==> src/sv/kjsu_pkg.sv <==
// Shared types, constants and helper functions of the keyed JSON string unescaper.
package kjsu_pkg;

  typedef enum logic [2:0] {
    PH_KEY   = 3'd0,
    PH_COLON = 3'd1,
    PH_SPACE = 3'd2,
    PH_STR   = 3'd3,
    PH_ESC   = 3'd4,
    PH_HEX   = 3'd5,
    PH_DONE  = 3'd6
  } phase_t;

  typedef struct packed {
    logic [2:0]  ntext;
    logic [31:0] data;
    logic        status;
    logic        found;
  } entry_t;

  localparam int FIFO_DEPTH = 4;

  localparam logic [3:0] KEY_LAST = 4'd13;

  localparam logic [7:0] CH_NUL   = 8'h00;
  localparam logic [7:0] CH_QUOTE = 8'h22;
  localparam logic [7:0] CH_BSL   = 8'h5C;
  localparam logic [7:0] CH_COLON = 8'h3A;
  localparam logic [7:0] CH_SPACE = 8'h20;
  localparam logic [7:0] CH_TAB   = 8'h09;
  localparam logic [7:0] CH_CR    = 8'h0D;
  localparam logic [7:0] CH_LF    = 8'h0A;
  localparam logic [7:0] CH_BS    = 8'h08;
  localparam logic [7:0] CH_FF    = 8'h0C;
  localparam logic [7:0] CH_N     = 8'h6E;
  localparam logic [7:0] CH_R     = 8'h72;
  localparam logic [7:0] CH_T     = 8'h74;
  localparam logic [7:0] CH_B     = 8'h62;
  localparam logic [7:0] CH_F     = 8'h66;
  localparam logic [7:0] CH_U     = 8'h75;

  function automatic logic [7:0] key_char(input logic [3:0] pos);
    logic [7:0] c;
    case (pos)
      4'd0:    c = CH_QUOTE;
      4'd1:    c = 8'h73;
      4'd2:    c = 8'h79;
      4'd3:    c = 8'h6E;
      4'd4:    c = 8'h63;
      4'd5:    c = 8'h65;
      4'd6:    c = 8'h64;
      4'd7:    c = 8'h4C;
      4'd8:    c = 8'h79;
      4'd9:    c = 8'h72;
      4'd10:   c = 8'h69;
      4'd11:   c = 8'h63;
      4'd12:   c = 8'h73;
      4'd13:   c = CH_QUOTE;
      default: c = 8'h00;
    endcase
    return c;
  endfunction

  // {valid, value}
  function automatic logic [4:0] hex_val(input logic [7:0] b);
    logic [4:0] r;
    if (b >= 8'h30 && b <= 8'h39) begin
      r = {1'b1, 4'(b - 8'h30)};
    end else if (b >= 8'h61 && b <= 8'h66) begin
      r = {1'b1, 4'(b - 8'h57)};
    end else if (b >= 8'h41 && b <= 8'h46) begin
      r = {1'b1, 4'(b - 8'h37)};
    end else begin
      r = 5'd0;
    end
    return r;
  endfunction

  function automatic logic is_space(input logic [7:0] b);
    return (b == CH_SPACE) || (b >= CH_TAB && b <= CH_CR);
  endfunction

endpackage

==> src/sv/kjsu_front.sv <==
// Front end: parses document bytes and packs the decoded words of each byte into one entry.
module kjsu_front (
  input  logic              clk,
  input  logic              rst_n,
  input  logic              accept,
  input  logic [7:0]        doc_byte,
  input  logic              doc_end,
  output logic              push,
  output kjsu_pkg::entry_t  entry
);

  kjsu_pkg::phase_t phase_r, phase_nxt;
  logic [3:0]  key_pos_r, key_pos_nxt;
  logic [1:0]  hex_cnt_r, hex_cnt_nxt;
  logic [23:0] hex_bytes_r, hex_bytes_nxt;
  logic [11:0] cp_r, cp_nxt;
  logic        seen_r, seen_nxt;
  logic        nz_r, nz_nxt;

  logic [2:0]  ntext;
  logic [31:0] data;
  logic        found;
  logic [4:0]  hv;
  logic [15:0] code;
  logic        key_match;
  logic [3:0]  key_pos_adv;
  logic        key_done;
  logic [7:0]  esc_m;

  always_ff @(posedge clk) begin
    if (!rst_n) begin
      phase_r     <= kjsu_pkg::PH_KEY;
      key_pos_r   <= 4'd0;
      hex_cnt_r   <= 2'd0;
      hex_bytes_r <= 24'd0;
      cp_r        <= 12'd0;
      seen_r      <= 1'b0;
      nz_r        <= 1'b0;
    end else if (accept) begin
      phase_r     <= phase_nxt;
      key_pos_r   <= key_pos_nxt;
      hex_cnt_r   <= hex_cnt_nxt;
      hex_bytes_r <= hex_bytes_nxt;
      cp_r        <= cp_nxt;
      seen_r      <= seen_nxt;
      nz_r        <= nz_nxt;
    end
  end

  always_comb begin
    hv          = kjsu_pkg::hex_val(doc_byte);
    code        = {cp_r, hv[3:0]};
    key_match   = (key_pos_r <= kjsu_pkg::KEY_LAST) &&
                  (doc_byte == kjsu_pkg::key_char(key_pos_r));
    key_done    = key_match && (key_pos_r == kjsu_pkg::KEY_LAST);
    key_pos_adv = key_done ? 4'd0 :
                  key_match ? key_pos_r + 4'd1 :
                  (doc_byte == kjsu_pkg::CH_QUOTE) ? 4'd1 : 4'd0;

    phase_nxt     = phase_r;
    key_pos_nxt   = key_pos_r;
    hex_cnt_nxt   = hex_cnt_r;
    hex_bytes_nxt = hex_bytes_r;
    cp_nxt        = cp_r;
    seen_nxt      = seen_r;
    nz_nxt        = nz_r;
    ntext         = 3'd0;
    data          = 32'd0;
    esc_m         = doc_byte;
    found         = 1'b0;

    case (phase_r)
      kjsu_pkg::PH_KEY: begin
        if (doc_byte == kjsu_pkg::CH_NUL) begin
          phase_nxt = kjsu_pkg::PH_DONE;
        end else begin
          key_pos_nxt = key_pos_adv;
          if (key_done) phase_nxt = kjsu_pkg::PH_COLON;
        end
      end
      kjsu_pkg::PH_COLON: begin
        if (doc_byte == kjsu_pkg::CH_NUL) phase_nxt = kjsu_pkg::PH_DONE;
        else if (doc_byte == kjsu_pkg::CH_COLON) phase_nxt = kjsu_pkg::PH_SPACE;
      end
      kjsu_pkg::PH_SPACE: begin
        if (doc_byte == kjsu_pkg::CH_QUOTE) begin
          phase_nxt = kjsu_pkg::PH_STR;
        end else if (!kjsu_pkg::is_space(doc_byte)) begin
          if (doc_byte == kjsu_pkg::CH_NUL) begin
            phase_nxt = kjsu_pkg::PH_DONE;
          end else begin
            key_pos_nxt = key_pos_adv;
            phase_nxt   = key_done ? kjsu_pkg::PH_COLON : kjsu_pkg::PH_KEY;
          end
        end
      end
      kjsu_pkg::PH_STR: begin
        if (doc_byte == kjsu_pkg::CH_NUL || doc_byte == kjsu_pkg::CH_QUOTE) begin
          phase_nxt = kjsu_pkg::PH_DONE;
        end else if (doc_byte == kjsu_pkg::CH_BSL) begin
          phase_nxt = kjsu_pkg::PH_ESC;
        end else begin
          ntext = 3'd1;
          data  = {24'd0, doc_byte};
        end
      end
      kjsu_pkg::PH_ESC: begin
        phase_nxt = kjsu_pkg::PH_STR;
        case (doc_byte)
          kjsu_pkg::CH_N: esc_m = kjsu_pkg::CH_LF;
          kjsu_pkg::CH_R: esc_m = kjsu_pkg::CH_CR;
          kjsu_pkg::CH_T: esc_m = kjsu_pkg::CH_TAB;
          kjsu_pkg::CH_B: esc_m = kjsu_pkg::CH_BS;
          kjsu_pkg::CH_F: esc_m = kjsu_pkg::CH_FF;
          default:        esc_m = doc_byte;
        endcase
        if (doc_byte == kjsu_pkg::CH_U) begin
          phase_nxt     = kjsu_pkg::PH_HEX;
          hex_cnt_nxt   = 2'd0;
          hex_bytes_nxt = 24'd0;
          cp_nxt        = 12'd0;
        end else if (doc_byte == kjsu_pkg::CH_NUL) begin
          phase_nxt = kjsu_pkg::PH_DONE;
        end else begin
          ntext = 3'd1;
          data  = {24'd0, esc_m};
        end
      end
      kjsu_pkg::PH_HEX: begin
        if (!hv[4]) begin
          ntext         = {1'b0, hex_cnt_r};
          data          = {8'd0, hex_bytes_r};
          hex_cnt_nxt   = 2'd0;
          hex_bytes_nxt = 24'd0;
          cp_nxt        = 12'd0;
          phase_nxt     = kjsu_pkg::PH_STR;
          if (doc_byte == kjsu_pkg::CH_NUL || doc_byte == kjsu_pkg::CH_QUOTE) begin
            phase_nxt = kjsu_pkg::PH_DONE;
          end else if (doc_byte == kjsu_pkg::CH_BSL) begin
            phase_nxt = kjsu_pkg::PH_ESC;
          end else begin
            ntext = {1'b0, hex_cnt_r} + 3'd1;
            case (hex_cnt_r)
              2'd0:    data[7:0]   = doc_byte;
              2'd1:    data[15:8]  = doc_byte;
              2'd2:    data[23:16] = doc_byte;
              default: data[31:24] = doc_byte;
            endcase
          end
        end else if (hex_cnt_r == 2'd3) begin
          if (code < 16'h0080) begin
            ntext = 3'd1;
            data  = {24'd0, code[7:0]};
          end else if (code < 16'h0800) begin
            ntext = 3'd2;
            data  = {16'd0, 2'b10, code[5:0], 3'b110, code[10:6]};
          end else begin
            ntext = 3'd3;
            data  = {8'd0, 2'b10, code[5:0], 2'b10, code[11:6], 4'b1110, code[15:12]};
          end
          hex_cnt_nxt   = 2'd0;
          hex_bytes_nxt = 24'd0;
          cp_nxt        = 12'd0;
          phase_nxt     = kjsu_pkg::PH_STR;
        end else begin
          case (hex_cnt_r)
            2'd0:    hex_bytes_nxt[7:0]   = doc_byte;
            2'd1:    hex_bytes_nxt[15:8]  = doc_byte;
            default: hex_bytes_nxt[23:16] = doc_byte;
          endcase
          cp_nxt      = {cp_r[7:0], hv[3:0]};
          hex_cnt_nxt = hex_cnt_r + 2'd1;
        end
      end
      default: begin
      end
    endcase

    // replay held digits at end of document
    if (doc_end && phase_nxt == kjsu_pkg::PH_HEX) begin
      ntext = {1'b0, hex_cnt_nxt};
      data  = {8'd0, hex_bytes_nxt};
    end

    if (!seen_r && ntext != 3'd0) begin
      seen_nxt = 1'b1;
      nz_nxt   = data[7:0] != 8'd0;
    end

    found = seen_nxt && nz_nxt;

    if (doc_end) begin
      phase_nxt     = kjsu_pkg::PH_KEY;
      key_pos_nxt   = 4'd0;
      hex_cnt_nxt   = 2'd0;
      hex_bytes_nxt = 24'd0;
      cp_nxt        = 12'd0;
      seen_nxt      = 1'b0;
      nz_nxt        = 1'b0;
    end

    entry.ntext  = ntext;
    entry.data   = data;
    entry.status = doc_end;
    entry.found  = found;
    push         = accept && (ntext != 3'd0 || doc_end);
  end

endmodule

==> src/sv/kjsu_fifo.sv <==
// Short entry queue between the parser front end and the word emitter.
module kjsu_fifo #(
  parameter int DEPTH = kjsu_pkg::FIFO_DEPTH
) (
  input  logic             clk,
  input  logic             rst_n,
  input  logic             push,
  input  kjsu_pkg::entry_t wdata,
  output logic             full,
  input  logic             pop,
  output kjsu_pkg::entry_t rdata,
  output logic             empty
);

  localparam int AW = (DEPTH > 1) ? $clog2(DEPTH) : 1;
  localparam int CW = $clog2(DEPTH + 1);
  localparam logic [AW-1:0] LAST_PTR = AW'(DEPTH - 1);
  localparam logic [CW-1:0] FULL_CNT = CW'(DEPTH);

  kjsu_pkg::entry_t mem_r [DEPTH];
  logic [AW-1:0] wptr_r, rptr_r;
  logic [CW-1:0] cnt_r;
  logic          do_push, do_pop;

  assign full    = (cnt_r == FULL_CNT);
  assign empty   = (cnt_r == '0);
  assign do_push = push && !full;
  assign do_pop  = pop && !empty;
  assign rdata   = mem_r[rptr_r];

  always_ff @(posedge clk) begin
    if (do_push) mem_r[wptr_r] <= wdata;
  end

  always_ff @(posedge clk) begin
    if (!rst_n) begin
      wptr_r <= '0;
      rptr_r <= '0;
      cnt_r  <= '0;
    end else begin
      if (do_push) wptr_r <= (wptr_r == LAST_PTR) ? '0 : wptr_r + AW'(1);
      if (do_pop)  rptr_r <= (rptr_r == LAST_PTR) ? '0 : rptr_r + AW'(1);
      if (do_push && !do_pop)      cnt_r <= cnt_r + CW'(1);
      else if (do_pop && !do_push) cnt_r <= cnt_r - CW'(1);
    end
  end

endmodule

==> src/sv/kjsu_back.sv <==
// Back end: walks the head entry and presents its words one at a time.
module kjsu_back (
  input  logic             clk,
  input  logic             rst_n,
  input  kjsu_pkg::entry_t head,
  input  logic             q_empty,
  output logic             q_pop,
  output logic             out_empty,
  input  logic             out_pop,
  output logic [7:0]       out_text_byte,
  output logic             out_is_text,
  output logic             out_found,
  output logic             out_run_last
);

  logic [2:0] idx_r, idx_nxt;
  logic [2:0] total;
  logic       take;
  logic       is_text;

  always_comb begin
    total         = head.ntext + {2'd0, head.status};
    is_text       = idx_r < head.ntext;
    out_empty     = q_empty;
    out_is_text   = is_text;
    out_text_byte = is_text ? head.data[8*idx_r[1:0] +: 8] : 8'd0;
    out_found     = is_text ? 1'b0 : head.found;
    out_run_last  = (idx_r == total - 3'd1);
    take          = out_pop && !q_empty;
    q_pop         = take && out_run_last;
    idx_nxt       = idx_r;
    if (take) idx_nxt = out_run_last ? 3'd0 : idx_r + 3'd1;
  end

  always_ff @(posedge clk) begin
    if (!rst_n) begin
      idx_r <= 3'd0;
    end else begin
      idx_r <= idx_nxt;
    end
  end

endmodule

==> src/sv/json_keyed_string_unescaper.sv <==
// Top level of the keyed JSON string unescaper: front end, entry queue and word emitter.
// A taken byte is decoded combinationally and its entry is written into the registered queue.
// Throughput: one byte per cycle while in_full is low; one word per cycle leaves on out_pop.
// A byte decoding to k words fills one entry, emitted word by word; the queue absorbs bursts.
// Reset: synchronous, active low; it clears parser state and queue pointers.
module json_keyed_string_unescaper #(
  parameter int FIFO_DEPTH = kjsu_pkg::FIFO_DEPTH
) (
  input  logic       clk,
  input  logic       rst_n,
  input  logic       in_push,
  output logic       in_full,
  input  logic [7:0] in_doc_byte,
  input  logic       in_doc_end,
  output logic       out_empty,
  input  logic       out_pop,
  output logic [7:0] out_text_byte,
  output logic       out_is_text,
  output logic       out_found,
  output logic       out_run_last
);

  kjsu_pkg::entry_t wentry, head;
  logic             f_push, q_pop, q_empty, accept;

  assign accept = in_push && !in_full;

  kjsu_front u_front (
    .clk      (clk),
    .rst_n    (rst_n),
    .accept   (accept),
    .doc_byte (in_doc_byte),
    .doc_end  (in_doc_end),
    .push     (f_push),
    .entry    (wentry)
  );

  kjsu_fifo #(
    .DEPTH (FIFO_DEPTH)
  ) u_fifo (
    .clk   (clk),
    .rst_n (rst_n),
    .push  (f_push),
    .wdata (wentry),
    .full  (in_full),
    .pop   (q_pop),
    .rdata (head),
    .empty (q_empty)
  );

  kjsu_back u_back (
    .clk           (clk),
    .rst_n         (rst_n),
    .head          (head),
    .q_empty       (q_empty),
    .q_pop         (q_pop),
    .out_empty     (out_empty),
    .out_pop       (out_pop),
    .out_text_byte (out_text_byte),
    .out_is_text   (out_is_text),
    .out_found     (out_found),
    .out_run_last  (out_run_last)
  );

endmodule

==> config.mk <==
export PLATFORM = sky130hd
export DESIGN_NAME = json_keyed_string_unescaper
export DESIGN_NICKNAME = d
export VERILOG_FILES = /design/src/sv/kjsu_pkg.sv /design/src/sv/kjsu_front.sv /design/src/sv/kjsu_fifo.sv /design/src/sv/kjsu_back.sv /design/src/sv/json_keyed_string_unescaper.sv
export SDC_FILE = /design/constraint.sdc
export NUM_CORES = 1
export LEC_CHECK = 0
export ABC_AREA = 0
export BUFFER_PORTS_ARGS = -buffer_cell sky130_fd_sc_hd__buf_2
export CAP_MARGIN = 20
export CORE_ASPECT_RATIO = 1.5
export CORE_MARGIN = 3
export CORE_UTILIZATION = 54
export DETAILED_ROUTE_END_ITERATION = 16
export PLACE_DENSITY = 0.82
export REMOVE_ABC_BUFFERS = 1
export SYNTH_ARGS = -nofsm -noshare
export SYNTH_HDL_FRONTEND = slang
export SYNTH_HIERARCHICAL = 1
export SYNTH_SLANG_ARGS = --single-unit
export TNS_END_PERCENT = 50
==> constraint.sdc <==
create_clock -name clk -period 4.7 [get_ports clk]
set_clock_uncertainty 0.2 [all_clocks]
set_input_delay 0.705 -clock clk [delete_from_list [all_inputs] [get_ports clk]]
set_output_delay 0.705 -clock clk [all_outputs]
set_load 0.05 [all_outputs]
======== After elaboration in Yosys (flattened, before gate mapping) ========
Memories as Yosys holds them, arrays and structs flattened. A register that Yosys moved wholly into a read port is not among the register bits.
Cells that the tools add are included.
cells by class
  add/sub/neg operators ................... 13
  order comparisons ....................... 12
  eq/ne operators ......................... 28
  shift-type cells ........................ 1
  muxes and demuxes ....................... 91
  reductions and logical operators ........ 38
operators with widths
  kind                    number
  $mux W32                8
  $mux W24                5
  $pmux W32 S3            1
  $mux W3                 27
  $mux W8                 8
  $eq A8 B7 Y1 const B    7
  $mux W12                4
  $pmux W24 S2            1
  $pmux W8 S5             1
  $mux W4                 8
  $shiftx A32 B6 Y8       1
  $eq A8 B6 Y1 const B    3
  $pmux W12 S2            1
  $pmux W3 S6             1
  $logic_and A1 B1 Y1     17
  $ge A8 B7 Y1 const B    2
  $le A8 B7 Y1 const B    2
  $lt A16 B12 Y1 const B  1
  $lt A16 B8 Y1 const B   1
  $mux W2                 8
  $mux W5                 3
  $eq A3 B3 Y1 const B    4
  $mux W1                 12
  $pmux W3 S3             1
  other kinds (37)        56
word-level totals
  bits in registers ....................... 57
  bits in writable memories ............... 148
  ROM bits ................................ 112
  input bits .............................. 13
  output and inout port bits .............. 13
  word-level logic and storage cells ...... 196
  memories ................................ 2
memory list
  name             words  width  read ports  clocked after Yosys merged registers in  write ports  RTL line         text
  u_fifo.mem_r     4      37     1           1                                        1            kjsu_fifo.sv:20  kjsu_pkg::entry_t mem_r [DEPTH];
  (no name shown)  16     7      1           1                                        0            kjsu_pkg.sv:44   case (pos)

======== Logic depth before layout (Yosys ltp) ========
Gate-level depths: netlist of run 1.
  depth after elaboration ................. 20
  mapped depth ............................ 19
  mapped depth without buffers ............ 15

======== By module ========
Netlist of run 1, hierarchy kept.
modules (own cells, without submodules)
  module                       instances  cells each  area an instance (µm²)  sequential area each (µm²)
  kjsu_fifo                    1          244         5,875.6                 4,624.4
  kjsu_front                   1          655         4,845.9                 1,081.0
  kjsu_back                    1          57          586.8                   60.1
  json_keyed_string_unescaper  1          1           13.8                    0.0

======== Least setup slack after synthesis of run 1 ========
No wires, ideal clock.
  kind .................................... in2reg
  start ................................... input in_doc_byte[0]
  end ..................................... memory u_fifo/mem_r[0][0] (netlist bit) (enable)
  library setup time ...................... 398 ps
  arrival ................................. 4,261 ps
  required time ........................... 4,102 ps
  slack ................................... -159 ps
  cell stages on the path ................. 14
  buffers on the path ..................... 4
  path through ............................ clkbuf_1 > clkbuf_1 > inv_1 > ha_1 > nor3b_1 > or3_1 > buf_6 > a21o_1 > o21ai_0 > nor4_4 > a21boi_0 > nor2b_1 > buf_2 > and2_1
on the way
  cells in the longest elaborated chain, start to end .. 18
  elaborated cells between the ends (all ways) .. 70
  those cells by class .................... add/sub: 3; order compare: 10; eq/ne: 7; mux: 36; reduce/logical: 14
RTL lines
  item                                                 RTL line                           text
  from (decl)                                          json_keyed_string_unescaper.sv:13  input logic [7:0] in_doc_byte,
  $ge A8 B7 Y1 / $le A8 B7 Y1 (equally long branches)  kjsu_pkg.sv:71                     end else if (b >= 8'h41 && b <= 8'h46) begin
  $logic_and A1 B1 Y1                                  kjsu_pkg.sv:71
  $mux W5                                              kjsu_pkg.sv:71
  $mux W5                                              kjsu_pkg.sv:69                     end else if (b >= 8'h61 && b <= 8'h66) begin
  $mux W5                                              kjsu_pkg.sv:67                     if (b >= 8'h30 && b <= 8'h39) begin
  $lt A16 B12 Y1                                       kjsu_front.sv:154                  end else if (code < 16'h0800) begin
  $mux W1                                              kjsu_front.sv:154
  $mux W3                                              kjsu_front.sv:151                  if (code < 16'h0080) begin
  [... 4 more ...]                                     n/a
  $reduce_bool A3 Y1 *                                 kjsu_front.sv:206                  push = accept && (ntext != 3'd0 || doc_end);
  $logic_or A1 B1 Y1 *                                 kjsu_front.sv:206
  $logic_and A1 B1 Y1 *                                kjsu_front.sv:206
  net f_push                                           json_keyed_string_unescaper.sv:24  logic f_push, q_pop, q_empty, accept;
  $logic_and A1 B1 Y1 *                                kjsu_fifo.sv:27                    assign do_push = push && !full;
  net u_fifo.do_push                                   kjsu_fifo.sv:23                    logic do_push, do_pop;
  $mux W1 *                                            kjsu_fifo.sv:32                    if (do_push) mem_r[wptr_r] <= wdata;
  $mux W1 (implied by the code) *                      kjsu_fifo.sv:32
  to (decl)                                            kjsu_fifo.sv:20
Mark *: on every way through the listed nets, which the timed path passes. The rest lies on a longest branch.

======== Worst setup path after layout of run 1 ========
  start ................................... input in_doc_byte[1]
  end ..................................... memory u_fifo/mem_r[1][19] (netlist bit) (enable)
on the way
  cells in the longest elaborated chain, start to end .. 18
  elaborated cells between the ends (all ways) .. 70
  those cells by class .................... add/sub: 3; order compare: 10; eq/ne: 7; mux: 36; reduce/logical: 14
RTL lines
  item                                                 RTL line                           text
  $ge A8 B7 Y1 / $le A8 B7 Y1 (equally long branches)  kjsu_pkg.sv:71
  $logic_and A1 B1 Y1                                  kjsu_pkg.sv:71
  $mux W5                                              kjsu_pkg.sv:71
  $mux W5                                              kjsu_pkg.sv:69
  $mux W5                                              kjsu_pkg.sv:67
  $lt A16 B12 Y1                                       kjsu_front.sv:154
  $mux W1                                              kjsu_front.sv:154
  $mux W3                                              kjsu_front.sv:151
  [... 3 more ...]                                     n/a
  $mux W3 *                                            kjsu_front.sv:180                  if (doc_end && phase_nxt == kjsu_pkg::PH_HEX) begin
  $reduce_bool A3 Y1 *                                 kjsu_front.sv:206
  $logic_or A1 B1 Y1 *                                 kjsu_front.sv:206
  $logic_and A1 B1 Y1 *                                kjsu_front.sv:206
  net f_push                                           json_keyed_string_unescaper.sv:24
  $logic_and A1 B1 Y1 *                                kjsu_fifo.sv:27
  $mux W1 *                                            kjsu_fifo.sv:32
  $mux W1 (implied by the code) *                      kjsu_fifo.sv:32
Marks and branches as above.

==> impl_metrics.tcl, run 1 <==
set metrics [dict create \
    grt_max_degree 48 \
    dieWidth_um 124 \
    final_common_cell "edfxtp_1" \
    ant_nets 0 \
    min_to "u_front/hex_bytes_r[23]" \
    synthFlopType "edfxtp_1" \
    cts_repair_resize_count 0 \
    vias 8420 \
    cts-htree-levels 1 \
    worstReg2RegEnd "u_fifo/mem_r[1][19]" \
    rr_startpoint "u_front/hex_cnt_r[0]" \
    layout_common_cells "edfxtp_1 (148), nand2_1 (67), dfxtp_1 (65)" \
    dp.cells 1233 \
    drc 0 \
    portBuffers 25 \
    required_ns 4.60 \
    min_period_over_period_pct 91.2 \
    synth-async-reset-ratio_pct 0 \
    postSynthAreaPerCell_um2 11.8 \
    cts_tree "done" \
    setup-violations-final 0 \
    coreArea_mm2 0.0205 \
    final_util_pct 60.6 \
    stdcell_count 1267 \
    rsz0062_at_grt "false" \
    startpoint_type "input port" \
    antenna_found_initial 0 \
    start_util_pct 55.2 \
    grt_pass1_wl_mm 47.3 \
    maxCapViolations 0 \
    seq_area_frac_synth_pct 50.9 \
    cpMaxStageDelayCell "and2_2" \
    ys_ff_latch 214 \
    globalRouteOverflowTotal 0 \
    fin_crit_ns 4.29 \
    cts_buffer_depth 3 \
    gp_congestion 1.02 \
    drive_gt1_share_pct 17.8 \
    power.density_mw_per_mm2 326 \
    diodes 0 \
    arrival_ns 4.19 \
    hold_start "u_front/hex_bytes_r[23]" \
    yosysWarnings 6 \
    clk_pin_slew_ns 0.07 \
    worst_pin_slew_ns 1.03 \
    firstDrtPassIters 8 \
    syn_inst 957 \
    holdBufCountCts 0 \
    rrSetupSlack_ns 0.61 \
    worstHoldPathCells 2 \
    dieArea_mm2 0.0228 \
    cts_buffers 19 \
    rows 64 \
    num_io_pins 26 \
    root_buffer "clkbuf_16" \
    endpoint_kind "flop" \
    path_cells "buf_2 > inv_1 > ha_1 > nor4b_1 > o21a_1 > o21ai_0 > a311oi_1 > nor4_4 > a21boi_0 > nor2b_1 > buf_4 > and2_2" \
    hp-class "reg2reg" \
    power_leakage_uw 0.00440 \
    postCtsSetupBuffers 0 \
    worstSetupPathType "in2reg" \
    syn-cell-area_mm2 0.0113 \
    die_h_um 183 \
    drtIter0Drc 893 \
    via_per_inst 6.65 \
    clock_sinks 214 \
    status "finished clean" \
    max_slew_margin_pct 30.4 \
    hold_viol 0 \
    routed_wl_mm 30.1 \
    syn2layout_area_growth_pct 9.73 \
    hold_slack_ns 0.253 \
    synth_edf_count 148 \
    slowest_delay_ns 0.83 \
    wl_per_cell_um 23.8 \
    ys_types 90 \
    final_nets 1032 \
    slew_violations 0 \
    clock_latency_ns 0.50 \
    hpwl_mm 21.3 \
    track_usage_pct 26.4 \
    ir_worst_vdd_mv 0.188 \
    timing.fmax_ghz 0.233 \
    grt_pass1_vias 8375 \
    worst-r2r-cell-count 8 \
    worstPathMaxFanout 37 \
]
[worst max path at each step]
stage | start | endpoint | depth (start not counted)
4_1_cts | in_doc_byte[1] | u_fifo/mem_r[1][26] | 12
6_report | in_doc_byte[1] | u_fifo/mem_r[1][19] | 12
5_1_grt | in_doc_byte[1] | u_fifo/mem_r[1][26] | 12
2_1_floorplan | flop | u_fifo/cnt_r[2] | 14
3_3_place_gp | in_doc_byte[1] | u_fifo/mem_r[0][11] | 13
3_5_place_dp | in_doc_byte[1] | u_fifo/mem_r[0][12] | 12
[critical path: cells and delay by family]
| family | cells | cell delay [ns] |
|---|---|---|
| AND/OR/NAND/NOR | 4 | 1.61 |
| adder cells (fa/ha/maj) | 1 | 0.26 |
| AO/OA/AOI/OAI | 4 | 1.16 |
| buffers and inverters | 3 | 0.43 |
[flip-flops by register name (all words and copies together) (netlist names), named ones only]
| register | count |
|---|---|
| u_front/seen_r | 1 |
| u_front/phase_r | 3 |
| u_front/nz_r | 1 |
| u_front/hex_bytes_r | 24 |
| u_fifo/rptr_r | 2 |
| u_front/hex_cnt_r | 2 |
| u_front/cp_r | 12 |
| u_fifo/mem_r | 148 |
| u_fifo/wptr_r | 2 |
| u_back/idx_r | 3 |
| u_fifo/cnt_r | 3 |
| u_front/key_pos_r | 4 |
[Yosys cell counts (24+ instances only)]
master,instances,area share [%]
a32oi_1,24,1.9
inv_1,38,1.3
nor2b_1,40,2.2
nor2_1,32,1.1
nand2_1,67,2.2
and2_1,28,1.5
o21ai_0,36,1.6
dfxtp_1,66,12
mux4_2,38,7.6
ha_1,28,3.1
a21oi_1,42,1.9
clkbuf_1,39,1.3
edfxtp_1,148,39
[cells by family (layout without fill, tap and decap cells)]
| family | Yosys count | in the layout | synth area share, % |
|---|---|---|---|
| AO/OA/AOI/OAI | 254 | 254 | 15.7 |
| XOR/XNOR | 13 | 13 | 1.20 |
| adder cells (fa/ha/maj) | 29 | 29 | 3.27 |
| buffers and inverters | 108 | 154 | 4.69 |
| flip-flops | 214 | 214 | 50.9 |
| multiplexers | 63 | 63 | 10.8 |
| AND/OR/NAND/NOR | 276 | 276 | 13.4 |
[layout make-up]
| class | instances | area (um^2) |
|---|---|---|
| clock inverters | 7 | 70.1 |
| inverters | 41 | 154 |
| multi-input cells | 635 | 5040 |
| fillers | 1666 | 8080 |
| flip-flops and latches | 214 | 5770 |
| well taps | 264 | 330 |
| repair buffers | 79 | 531 |
| clock buffers | 27 | 536 |
[stage by stage]
stage	TNS (ns)	cell area, um^2	total power [uW]	setup WS (ns)
4_1_cts	0	12400	4070	0.509
3_5_place_dp	0	11800	2570	0.0287
6_report	0	12400	4040	0.413
5_1_grt	0	12400	4180	0.238
2_1_floorplan	-0.0737	10900	2420	-0.0737
3_3_place_gp	0	11800	2560	0.161
[where the power goes]
part	switching [uW]	internal, uW
clock network	661	856
registers	36.2	2050
logic	282	160
total	980	3060
[layer usage]
| layer | track usage [%] | vias up | wire [um] |
|---|---|---|---|
| met5 | 0 | - | 0 |
| met4 | 16.8 | 0 | 2250 |
| met3 | 3.21 | 135 | 1820 |
| met2 | 47.4 | 421 | 15400 |
| met1 | 29.7 | 4127 | 10600 |
| li1 | - | 3737 | - |
(Power assumes the default switching activity.)
==> inputs of run 2 (changes only) <==
--- a/config.mk
+++ b/config.mk
@@ -8,7 +8,7 @@
 export ABC_AREA = 0
 export BUFFER_PORTS_ARGS = -buffer_cell sky130_fd_sc_hd__buf_2
 export CAP_MARGIN = 20
-export CORE_ASPECT_RATIO = 1.5
+export CORE_ASPECT_RATIO = 2
 export CORE_MARGIN = 3
 export CORE_UTILIZATION = 54
 export DETAILED_ROUTE_END_ITERATION = 16
==> impl_metrics.tcl, run 2 (synthesized netlist as in run 1, its figures left out) <==
set metrics [dict create \
    final_common_cell "edfxtp_1" \
    drive_gt1_share_pct 18.1 \
    layout_common_cells "edfxtp_1 (148), nand2_1 (67), dfxtp_1 (65)" \
    power.density_mw_per_mm2 330 \
    clock_sinks 214 \
    fill_cells 1686 \
    drtIter0Drc 804 \
    die_h_um 211 \
    largest_reg_flops 148 \
    postCtsSetupBuffers 0 \
    antenna_found_initial 0 \
    pwr-share-comb_pct 10.9 \
    hold_viol 0 \
    required_ns 4.89 \
    rsz0062_at_grt "false" \
    top_layer "met4" \
    cts_tree "done" \
    p_sw_uw 1020 \
    ir_worst_vdd_mv 0.255 \
    p_int_uw 3110 \
    routed_wl_mm 32.1 \
    slowest_delay_ns 0.39 \
    met2WireLength_mm 17.1 \
    place_area_mm2 0.0119 \
    power_frac_seq_pct 50.4 \
    min_period_over_period_pct 92.8 \
    cts_repair_resize_count 0 \
    path_cells "buf_2 > inv_1 > ha_1 > o21bai_1 > a21o_1 > buf_4 > a21o_1 > o21ai_0 > nor4_4 > a21boi_0 > nor2b_1 > ha_1 > inv_1 > fa_1 > xor2_1 > or3_1 > a21boi_0" \
    hpwl_mm 22.7 \
    clk_pin_slew_ns 0.07 \
    worst_slack_ns 0.341 \
    power_leakage_uw 0.00443 \
    worst_pin_slew_ns 1.12 \
    portBuffers 25 \
    grt_pass1_wl_mm 49.1 \
    slew_violations 0 \
    grt_pass1_vias 8510 \
    maxCapViolations 0 \
    timing.fmax_ghz 0.229 \
    num_io_pins 26 \
    worstPathMaxFanout 10 \
    final_util_pct 60.9 \
    power_frac_clock_pct 38.7 \
    cpMaxStageDelayCell "o21ai_0" \
    rr_startpoint "u_front/cp_r[3]" \
    wirelength_met1_mm 10.6 \
    syn2layout_area_growth_pct 10.5 \
    finalInstanceArea_mm2 0.0125 \
    top_regs "u_fifo/mem_r: 148 flops, u_front/hex_bytes_r: 24 flops, u_front/cp_r: 12 flops" \
    coreArea_mm2 0.0206 \
    rows 74 \
    holdBufCountCts 0 \
    hold_slack_ns 0.276 \
    dr_wl_met3_mm 1.62 \
    diodes 0 \
    max_slew_margin_pct 24.9 \
    cts_buffers 19 \
    dp_worst_setup_slack_ns -0.0505 \
    drc 0 \
    track_usage_pct 28.8 \
    gp_congestion 1.06 \
    crit_path_start "in_doc_byte[1]" \
    cts_buffer_depth 3 \
    via_per_inst 6.63 \
    firstDrtPassIters 6 \
    startpoint_type "input port" \
    start_util_pct 55.1 \
    worstSetupPathType "in2reg" \
    dieArea_mm2 0.0228 \
    dp.cells 1235 \
    wl_per_cell_um 25.3 \
    endpoint_kind "flop" \
    grt_max_degree 57 \
    fin_crit_ns 4.36 \
    status "finished clean" \
    hold_start "u_front/hex_bytes_r[23]" \
    hp-class "reg2reg" \
    dieWidth_um 108 \
    vias 8419 \
    final_nets 1032 \
    top_register "u_fifo/mem_r" \
    root_buffer "clkbuf_16" \
    cts-htree-levels 1 \
    ant_nets 0 \
    stdcell_count 1269 \
    clock_latency_ns 0.51 \
    sw_frac_of_total_pct 24.7 \
    setup-violations-final 0 \
    arrival_ns 4.55 \
    globalRouteOverflowTotal 0 \
]
run 2: final cells by class:
cell class	instances	area, um^2	area share [%]
well taps	266	333	2.66
repair buffers	79	581	4.64
flip-flops and latches	214	5770	46.1
multi-input cells	635	5040	40.3
inverters	41	154	1.23
clock buffers	23	510	4.08
clock inverters	11	130	1.04
run 2: metal layers:
| metal | GRT usage [%] | vias up |
|---|---|---|
| met2 | 52.6 | 406 |
| li1 | - | 3745 |
| met4 | 19.7 | 0 |
| met5 | 0 | - |
| met3 | 3.12 | 154 |
| met1 | 30.2 | 4114 |
run 2: worst paths after layout:
kind / end / slack (ns) / depth (start not counted)
max: u_fifo/cnt_r[2] / 0.34 / 17
min: u_front/hex_bytes_r[23] / 0.28 / 2
max reg2reg: u_fifo/cnt_r[2] / 0.49 / 14
min reg2reg: u_front/hex_bytes_r[23] / 0.28 / 2
run 2: through the flow:
step / setup TNS, ns / total power (uW)
after floorplan: -0.0737 / 2420
after global placement: 0 / 2560
after detailed placement: -0.0505 / 2570
after CTS: 0 / 4160
after global routing: 0 / 4250
final: 0 / 4130
run 2: critical path, delay by kind of cell:
family	cells	cell delay, ns
fa+ha+maj	3	0.95
simple gates	3	0.66
xor+xnor	1	0.16
compound gates	6	1.48
buf+inv	4	0.58
run 2: power groups by stage:
stage                     clock (uW)  combinational, uW  sequential (uW)
after CTS                       1620                455             2090
after global routing            1680                485             2090
after detailed placement           0                449             2130
after floorplan                    0                301             2110
after global placement             0                440             2120
final                           1600                452             2080
